<file path="config.mk">
export PLATFORM = sky130hd
export DESIGN_NAME = bit_matrix_transitive_closure
export DESIGN_NICKNAME = d
export VERILOG_FILES = /design/src/design/bmtc_pkg.sv /design/src/design/bmtc_ctrl.sv /design/src/design/bmtc_dpath.sv /design/src/design/bit_matrix_transitive_closure.sv
export VERILOG_INCLUDE_DIRS = /design/src /design/src/design
export SDC_FILE = /design/constraint.sdc
export NUM_CORES = 2
export LEC_CHECK = 0
export ABC_AREA = 1
export BUFFER_PORTS_ARGS = -buffer_cell sky130_fd_sc_hd__clkbuf_2
export CAP_MARGIN = 0
export CORE_ASPECT_RATIO = 0.7
export CORE_UTILIZATION = 40
export DETAILED_ROUTE_END_ITERATION = 12
export PLACE_DENSITY = 0.52
export SLEW_MARGIN = 25
export SYNTH_ARGS = -nofsm -noshare
export SYNTH_HDL_FRONTEND = slang
export SYNTH_HIERARCHICAL = 1
export SYNTH_SLANG_ARGS = --single-unit
</file>
<file path="constraint.sdc">
create_clock -name clk -period 8.2 [get_ports clk]
set_input_delay 0.41 -clock clk [delete_from_list [all_inputs] [get_ports clk]]
set_output_delay 0.41 -clock clk [all_outputs]
set_load 0.1 [all_outputs]
</file>
<file path="src/design/bit_matrix_transitive_closure_macros.svh">
// ----------------------------------------------------------------------------
// Assertion macros for the transitive closure block
// Shared concurrent assertion forms, clocked on clk and disabled in reset.
// ----------------------------------------------------------------------------
`ifndef BIT_MATRIX_TRANSITIVE_CLOSURE_MACROS_SVH
`define BIT_MATRIX_TRANSITIVE_CLOSURE_MACROS_SVH

// Same-cycle implication
`define BMTC_ASSERT_IMP(lbl, ante, cons) \
  lbl: assert property (@(posedge clk) disable iff (!rst_n) (ante) |-> (cons)) \
    else $error("bmtc: same-cycle implication violated");

// Next-cycle implication
`define BMTC_ASSERT_NXT(lbl, ante, cons) \
  lbl: assert property (@(posedge clk) disable iff (!rst_n) (ante) |=> (cons)) \
    else $error("bmtc: next-cycle implication violated");

`endif

</file>
<file path="src/design/bmtc_pkg.sv">
// ----------------------------------------------------------------------------
// bmtc_pkg
// Shared constants and controller/datapath interface types.
// ----------------------------------------------------------------------------
package bmtc_pkg;

  // Default graph size and fixed row width
  localparam int MAX_NODES_DEF = 32;
  localparam int ROW_W         = 32;

  // Controller to datapath commands
  typedef struct packed {
    logic load;       // write the incoming word into the row store
    logic step;       // run one Warshall step on pivot row idx
    logic clr_chg;    // start a new pass: clear the change flag
    logic emit;       // copy row idx into the output register
    logic emit_last;  // that row is the last node
  } cmd_t;

  // Datapath to controller status
  typedef struct packed {
    logic pass_dirty; // some row changed in this pass so far (incl. this step)
    logic out_free;   // output register can take a word this cycle
  } status_t;

endpackage

</file>
<file path="src/design/bmtc_ctrl.sv">
// ----------------------------------------------------------------------------
// bmtc_ctrl
// Sequencer: load rows, repeat closure passes until stable, emit rows.
// ----------------------------------------------------------------------------
module bmtc_ctrl #(
  parameter int MAX_NODES = bmtc_pkg::MAX_NODES_DEF,
  parameter int IW        = $clog2(MAX_NODES),
  parameter int CW        = $clog2(MAX_NODES + 1)
) (
  input  logic              clk,
  input  logic              rst_n,
  input  logic              in_tvalid,
  input  logic              in_tlast,
  output logic              in_tready,
  input  bmtc_pkg::status_t status,
  output bmtc_pkg::cmd_t    cmd,
  output logic [IW-1:0]     idx,
  output logic [CW-1:0]     count
);

  typedef enum logic [1:0] {
    ST_LOAD,
    ST_PASS,
    ST_EMIT
  } state_t;

  state_t        state_r, state_nxt;
  logic [IW-1:0] idx_r, idx_nxt;
  logic [CW-1:0] count_r, count_nxt;
  logic          at_last;
  logic          room;

  // Current index is the final node of the graph
  assign at_last = ((CW'(idx_r) + CW'(1)) == count_r);
  assign room    = (count_r < CW'(MAX_NODES));

  // Take no word while reset is held
  assign in_tready = rst_n && (state_r == ST_LOAD);
  // Load writes at the fill count, other phases use the running index
  assign idx       = (state_r == ST_LOAD) ? count_r[IW-1:0] : idx_r;
  assign count     = count_r;

  // Next state, counters and commands
  always_comb begin
    state_nxt = state_r;
    idx_nxt   = idx_r;
    count_nxt = count_r;
    cmd       = '0;
    case (state_r)
      ST_LOAD: begin
        if (in_tvalid && in_tready) begin
          // drop rows beyond capacity, keep counting only while room
          cmd.load = room;
          if (room) begin
            count_nxt = count_r + CW'(1);
          end
          if (in_tlast) begin
            cmd.clr_chg = 1'b1;
            idx_nxt     = '0;
            state_nxt   = ST_PASS;
          end
        end
      end
      ST_PASS: begin
        cmd.step = 1'b1;
        if (at_last) begin
          idx_nxt = '0;
          if (status.pass_dirty) begin
            cmd.clr_chg = 1'b1;
          end else begin
            state_nxt = ST_EMIT;
          end
        end else begin
          idx_nxt = idx_r + IW'(1);
        end
      end
      ST_EMIT: begin
        if (status.out_free) begin
          cmd.emit      = 1'b1;
          cmd.emit_last = at_last;
          if (at_last) begin
            count_nxt = '0;
            idx_nxt   = '0;
            state_nxt = ST_LOAD;
          end else begin
            idx_nxt = idx_r + IW'(1);
          end
        end
      end
      default: begin
        state_nxt = ST_LOAD;
      end
    endcase
  end

  // Hold state and counters
  always_ff @(posedge clk) begin
    if (!rst_n) begin
      state_r <= ST_LOAD;
      idx_r   <= '0;
      count_r <= '0;
    end else begin
      state_r <= state_nxt;
      idx_r   <= idx_nxt;
      count_r <= count_nxt;
    end
  end

endmodule

</file>
<file path="src/design/bmtc_dpath.sv">
// ----------------------------------------------------------------------------
// bmtc_dpath
// Row store, one-pivot OR step across all rows, and the output register.
// ----------------------------------------------------------------------------
module bmtc_dpath #(
  parameter int MAX_NODES = bmtc_pkg::MAX_NODES_DEF,
  parameter int IW        = $clog2(MAX_NODES),
  parameter int CW        = $clog2(MAX_NODES + 1)
) (
  input  logic                       clk,
  input  logic                       rst_n,
  input  bmtc_pkg::cmd_t             cmd,
  input  logic [IW-1:0]              idx,
  input  logic [CW-1:0]              count,
  input  logic [bmtc_pkg::ROW_W-1:0] in_row,
  output bmtc_pkg::status_t          status,
  output logic                       out_valid,
  output logic [bmtc_pkg::ROW_W-1:0] out_row,
  output logic                       out_last,
  input  logic                       out_ready
);

  localparam int RW = bmtc_pkg::ROW_W;

  logic [RW-1:0] rows_r   [MAX_NODES];
  logic [RW-1:0] rows_nxt [MAX_NODES];
  logic [MAX_NODES-1:0] lane_chg;
  logic [RW-1:0] src;
  logic          step_chg;
  logic          changed_r;
  logic          out_valid_r;
  logic [RW-1:0] out_row_r;
  logic          out_last_r;

  // Pivot row, also the row being emitted
  assign src = rows_r[idx];

  // Every row of the graph holding the pivot bit takes on the pivot row; the
  // pivot row itself is unchanged. Rows at or above the node count are held
  // and never count as a change.
  always_comb begin
    for (int k = 0; k < MAX_NODES; k++) begin
      if ((CW'(k) < count) && rows_r[k][idx]) begin
        rows_nxt[k] = rows_r[k] | src;
        lane_chg[k] = |(src & ~rows_r[k]);
      end else begin
        rows_nxt[k] = rows_r[k];
        lane_chg[k] = 1'b0;
      end
    end
  end

  assign step_chg = |lane_chg;

  // Row store update
  always_ff @(posedge clk) begin
    if (cmd.load) begin
      rows_r[idx] <= in_row;
    end else if (cmd.step) begin
      for (int k = 0; k < MAX_NODES; k++) begin
        rows_r[k] <= rows_nxt[k];
      end
    end
  end

  // Track whether the current pass changed anything
  always_ff @(posedge clk) begin
    if (!rst_n) begin
      changed_r <= 1'b0;
    end else if (cmd.clr_chg) begin
      changed_r <= 1'b0;
    end else if (cmd.step && step_chg) begin
      changed_r <= 1'b1;
    end
  end

  // Output register: advance on emit, drop when taken
  always_ff @(posedge clk) begin
    if (!rst_n) begin
      out_valid_r <= 1'b0;
    end else if (cmd.emit) begin
      out_valid_r <= 1'b1;
    end else if (out_ready) begin
      out_valid_r <= 1'b0;
    end
  end

  always_ff @(posedge clk) begin
    if (cmd.emit) begin
      out_row_r  <= src;
      out_last_r <= cmd.emit_last;
    end
  end

  assign status.pass_dirty = changed_r | step_chg;
  assign status.out_free   = ~out_valid_r | out_ready;

  assign out_valid = out_valid_r;
  assign out_row   = out_row_r;
  assign out_last  = out_last_r;

endmodule

</file>
<file path="src/design/bit_matrix_transitive_closure.sv">
// ----------------------------------------------------------------------------
// bit_matrix_transitive_closure
// Loads dependency rows, closes them by repeated Warshall passes, emits rows.
// ----------------------------------------------------------------------------
//  channel | dir | tdata                  | tlast
//  in_     | in  | [31:0] row_bits        | row_last
//  out_    | out | [31:0] closure_row     | closure_last
//
//  Loading accepts a word whenever one is offered; in_tready is high only
//  while loading. After the last row, closure passes repeat until a pass
//  changes nothing, each pass stepping one pivot row per cycle over all N
//  nodes with all rows ORed in parallel. Emit then gives one word per cycle,
//  slowed by out_tready back-pressure through a single output register.
//  Reset is synchronous, active low, and clears control state only.
// ----------------------------------------------------------------------------
`include "bit_matrix_transitive_closure_macros.svh"

module bit_matrix_transitive_closure #(
  parameter int MAX_NODES = bmtc_pkg::MAX_NODES_DEF
) (
  input  logic                       clk,
  input  logic                       rst_n,
  input  logic                       in_tvalid,
  output logic                       in_tready,
  input  logic [bmtc_pkg::ROW_W-1:0] in_tdata,   // [31:0] row_bits
  input  logic                       in_tlast,   // row_last
  output logic                       out_tvalid,
  input  logic                       out_tready,
  output logic [bmtc_pkg::ROW_W-1:0] out_tdata,  // [31:0] closure_row
  output logic                       out_tlast   // closure_last
);

  localparam int IW = $clog2(MAX_NODES);
  localparam int CW = $clog2(MAX_NODES + 1);

  bmtc_pkg::cmd_t    cmd;
  bmtc_pkg::status_t status;
  logic [IW-1:0]     idx;
  logic [CW-1:0]     count;

  // Sequencer
  bmtc_ctrl #(
    .MAX_NODES (MAX_NODES),
    .IW        (IW),
    .CW        (CW)
  ) u_ctrl (
    .clk       (clk),
    .rst_n     (rst_n),
    .in_tvalid (in_tvalid),
    .in_tlast  (in_tlast),
    .in_tready (in_tready),
    .status    (status),
    .cmd       (cmd),
    .idx       (idx),
    .count     (count)
  );

  // Row store and OR datapath
  bmtc_dpath #(
    .MAX_NODES (MAX_NODES),
    .IW        (IW),
    .CW        (CW)
  ) u_dpath (
    .clk       (clk),
    .rst_n     (rst_n),
    .cmd       (cmd),
    .idx       (idx),
    .count     (count),
    .in_row    (in_tdata),
    .status    (status),
    .out_valid (out_tvalid),
    .out_row   (out_tdata),
    .out_last  (out_tlast),
    .out_ready (out_tready)
  );

  // Never overwrite a word that has not been taken
  `BMTC_ASSERT_IMP(a_emit_free, cmd.emit, status.out_free)
  // No rows are accepted while a pass or emit is running
  `BMTC_ASSERT_IMP(a_step_no_load, cmd.step || cmd.emit, !in_tready && !cmd.load)
  // An emitted word shows up valid with its last flag in the next cycle
  `BMTC_ASSERT_NXT(a_emit_shows, cmd.emit, out_tvalid && (out_tlast == $past(cmd.emit_last)))

endmodule

</file>
-- Yosys cells after proc, flatten, opt, wreduce, memory -nomap -nowiden
Memory sizes are Yosys's and may differ from the RTL's.
Index checks and enable logic that the tools add are counted.
- add/sub/neg operators: 3
- mux-type cells: 166
- magnitude comparators: 34
- reduce and logical (&&, ||, !) cells: 78
- equal/unequal tests: 10
- bitwise gates (word level): 100
- operators by type and width (operator ; count):
    $reduce_or 32->1 ; 34
    $mux 32 ; 33
    $and 32x32->32 ; 32
    $not 32->32 ; 32
    $or 32x32->32 ; 32
    $bmux 1 s5 ; 32
    $lt 5x6->1 const A ; 16
    $mux 1 ; 79
    $lt 4x6->1 const A ; 8
    $logic_and 1x1->1 ; 35
    $mux 5 ; 6
    $lt 3x6->1 const A ; 4
    $mux 6 ; 4
    $mux 2 ; 8
    $pmux 5 s3 ; 1
    $lt 1x6->1 const A ; 2
    $lt 2x6->1 const A ; 2
    $pmux 6 s2 ; 1
    $ne 2x2->1 const B ; 4
    $add 5x1->6 const B ; 1
    $add 6x1->6 const B ; 1
    $eq 6x6->1 ; 1
    $lt 5x6->1 const B ; 1
    $lt 6x6->1 const B ; 1
    other kinds (16) ; 21
- bits in writable memories: 1024
- output and inout port bits: 35
- memories: 1
- register bits after elaboration: 48
- bits of input ports: 37
- memories (memory ; words ; width ; rd ports ; clocked after memory_dff ; wr ports ; line ; text):
    u_dpath.rows_r ; 32 ; 32 ; 33 ; 0 ; 32 ; bmtc_dpath.sv:25 ; logic [RW-1:0] rows_r [MAX_NODES];

-- Logic depth before layout (Yosys ltp)
- depth in word-level cells: 12
- gate-level depth with buffers: 38

-- Hierarchy
The synthesis kept the hierarchy.
- modules (own cells, without submodules) (module ; cells an instance ; area each (um^2) ; instances ; sequential area each (um^2)):
    bmtc_dpath ; 10396 ; 71428.5 ; 1 ; 31780.5
    bmtc_ctrl ; 186 ; 1094.8 ; 1 ; 260.2

-- Worst setup path before layout
Ideal clock, no wire load.
- kind: reg2reg
- start: register u_ctrl.state_r[0]
- end: memory u_dpath/rows_r[0][0] in the netlist's numbering, enable pin
- data arrival time: 4.698 ns
- stages on the path, launching flop included: 15
- slack: 3.037 ns
- clock period less this slack: 5.163 ns
- cell sequence: dfxtp_1 > inv_1 > ha_1 > clkbuf_1 > o21ai_0 > buf_6 > inv_2 > buf_4 > buf_2 > nand2_2 > inv_1 > buf_2 > buf_1 > nand2_1 > o21ai_0
- RTL lines (what ; line ; text):
    from (decl) ; bmtc_ctrl.sv:27 ; state_t state_r, state_nxt;
    from (signal assigned) ; bmtc_ctrl.sv:103 ; state_r <= state_nxt;
    to (decl) ; bmtc_dpath.sv:25 ;

==> impl_metrics.env <==
export IMPL_path_clk_slew_ns=0.06
export IMPL_ys_flop_type="edfxtp_1"
export IMPL_vias_per_cell=5.99
export IMPL_synth_seq_cells=1072
export IMPL_drt_initial_drc_count=13200
export IMPL_synth_cell_types=43
export IMPL_cts_tree="built"
export IMPL_fmax_mhz=137
export IMPL_route_vias_total=76900
export IMPL_hp_class="primary input to register"
export IMPL_hold_path_end="u_ctrl/state_r[0]"
export IMPL_wirelength_um=382000
export IMPL_grt_pass1_vias=68400
export IMPL_cp_start_kind="register"
export IMPL_min_from="rst_n"
export IMPL_hold_depth=3
export IMPL_crit_type="register to register"
export IMPL_syn_area_um2=72500
export IMPL_crit_family="simple AND/OR/NAND/NOR gates"
export IMPL_crit_path_end_kind="register"
export IMPL_yosysSeqAreaShare_pct=44.2
export IMPL_required_ns=8.91
export IMPL_die_area_um2=183000
export IMPL_htreeDepth=3
export IMPL_outcome="finished clean"
export IMPL_grt_pass1_wl_um=532000
export IMPL_clock_path_buffers=3
export IMPL_avgSynthCellArea_um2=6.85
export IMPL_worst_r2r_cell_count=32
export IMPL_synthCells=10600
export IMPL_cts_buffers=120
export IMPL_ys_async_sr_fraction_pct=0
export IMPL_rsz0062_at_grt="false"
export IMPL_antenna_found_initial=24
export IMPL_critPathSlowestCell="nor2_4"
export IMPL_die_y_um=358
export IMPL_finalSetupViolations=0
export IMPL_fin_crit_ns=7.30
export IMPL_drv_slew=0
export IMPL_cts_num_sinks=1072
export IMPL_drive_above_1_share_pct=6.89
export IMPL_regToRegSetupSlack_ns=0.90
export IMPL_maxCapViolCount=0
export IMPL_worstMarginPinSlew_ns=1.25
export IMPL_chipWidth_um=511
export IMPL_core_area_um2=180000
export IMPL_nets=10400
export IMPL_ant_nets=0
export IMPL_io_pins=72
export IMPL_cts_root_buf="clkbuf_16"
export IMPL_path_buf_inv=7
export IMPL_period_share_pct=89.0
export IMPL_cts_resized=0
export IMPL_cts_hold_buffers_added=1
export IMPL_drcViolationCount=0
export IMPL_reg2reg_from="u_ctrl/state_r[0]"
export IMPL_routedWlPerCell_um=29.7
export IMPL_post_cts_buffers=0
export IMPL_fp_row_count=130
export IMPL_critPathLaunch="u_ctrl/state_r[0]"
export IMPL_gp_congestion=1.03
export IMPL_critPathArrivalTime_ns=8.01
export IMPL_floorplan_initialDensity_pct=40.4
export IMPL_insertion_delay_ns=0.78
export IMPL_dp_hpwl_um=264000
export IMPL_firstDrtPassIters=8
export IMPL_grt_usage_pct=40.6
export IMPL_path_max_fanout=34
export IMPL_crit_top_cell="nand2_1"
export IMPL_synth_net_count=10600
export IMPL_fin_setup_tns_ns=0
export IMPL_cp_slowest_stage_delay_ns=1.00
export IMPL_ys_warn_count=6
export IMPL_relSlewSlack_pct=15.9
export IMPL_port_buffers=71
export IMPL_overflow=0
export IMPL_worst_clock_skew_ns=0.0242
export IMPL_hold_viol_final=0
export IMPL_synthToLayoutAreaGrowth_pct=10.8
export IMPL_synth_edff_count=1057
export IMPL_grt_max_degree=172
export IMPL_r2r_end="u_ctrl/state_r[1]"
[cell families after synthesis]
group / share of synthesized area, %
adders and majority gates: 0.121
DFF: 44.2
buffers and inverters: 10.2
AOI/OAI and AO/OA: 16.7
and+or+nand+nor: 28.8
[Yosys cell counts (9+ instances only)]
master     instances  area [um2]
nand2_1         4864       18300
o21ai_0         1623        8120
edfxtp_1        1057       31700
inv_1           1016        3810
nor2_1           446        1670
clkbuf_1         434        1630
o22ai_1          378        2360
buf_2            203        1020
o21ai_1          103         515
nand3_1           65         325
buf_6             58         653
o2111ai_1         50         438
buf_1             49         184
nand4_1           49         307
a21oi_1           42         210
nand2_2           23         144
dfxtp_1           15         300
a221oi_1          11        96.3
nor3_1            11        55.1
inv_2             10        37.5
o21a_1            10        75.1
buf_4              9        67.6
[metrics by stage]
stage | cell area [um2] | utilization [%] | worst slack (ns) | cells | hold WS, ns
floorplan | 72500 | - | 3.04 | 10600 | 0.457
detailed placement | 76100 | 42.3 | 0.986 | 12600 | 0.497
global route | 80300 | 44.7 | 0.585 | 12800 | 0.0860
CTS | 80300 | 44.7 | 0.966 | 12800 | 0.0325
global placement | 75800 | 42.2 | 0.992 | 12600 | 0.490
finish | 80400 | 44.7 | 0.904 | 12800 | 0.0766
[worst max path at each step]
stage,end,slack (ns),cells past startpoint
after floorplan,u_dpath/rows_r[0][0],3.04,14
after global placement,u_ctrl/state_r[1],0.99,34
after detailed placement,u_ctrl/state_r[0],0.99,34
after CTS,u_ctrl/state_r[0],0.97,34
after global routing,u_ctrl/state_r[1],0.59,35
final,u_ctrl/state_r[1],0.90,32
[cell usage in the layout, fill, tap and decap left out, types with 50 or more instances in the layout]
| cell | n |
|---|---|
| nand3_1 | 65 |
| buf_4 | 285 |
| inv_1 | 1012 |
| o22ai_1 | 378 |
| o21ai_1 | 113 |
| nand2_1 | 4842 |
| clkbuf_16 | 121 |
| o2111ai_1 | 50 |
| nor2_1 | 439 |
| o21ai_0 | 1573 |
| edfxtp_1 | 1057 |
| clkbuf_2 | 71 |
[flip-flops by register name (all words and copies together) (netlist names)]
name               flops
u_dpath/changed_r      1
u_ctrl/idx_r           5
u_dpath/out_row       32
u_ctrl/state_r         2
u_dpath/rows_r      1024
u_dpath/out_last       1
u_ctrl/count           6
u_dpath/out_valid      1
[area by class of cell]
type / instances / area (um2)
diodes: 9 / 22.5
clock buffers: 135 / 3080
clock inverters: 87 / 1080
fillers: 18700 / 99400
inverters: 1028 / 3880
multi-input cells: 7729 / 33600
flip-flops and latches: 1072 / 32000
well taps: 2376 / 2970
repair buffers: 413 / 3660
[layer usage]
| layer | vias up | global-route usage (%) | wire, um | part of all wire, % |
|---|---|---|---|---|
| li1 | 33900 | - | - | - |
| met1 | 36800 | 57.7 | 158000 | 41 |
| met2 | 5559 | 54.4 | 147000 | 38 |
| met3 | 702 | 14.7 | 57600 | 15 |
| met4 | 22 | 17.7 | 19000 | 5.0 |
| met5 | - | 0 | 161 | 0.042 |
[worst reg2reg max path: cells and delay by family (launching register included)]
family | cells | cell delay, ns
AND/OR/NAND/NOR | 22 | 3.45
AO/OA/AOI/OAI | 2 | 0.88
adder cells (fa/ha/maj) | 1 | 0.37
buffers and inverters | 7 | 2.18
flip-flops | 1 | 0.39
Power is left out: the tool's default activity adds up to more than one toggle a clock period on the data nets, which glitch-free logic cannot reach.
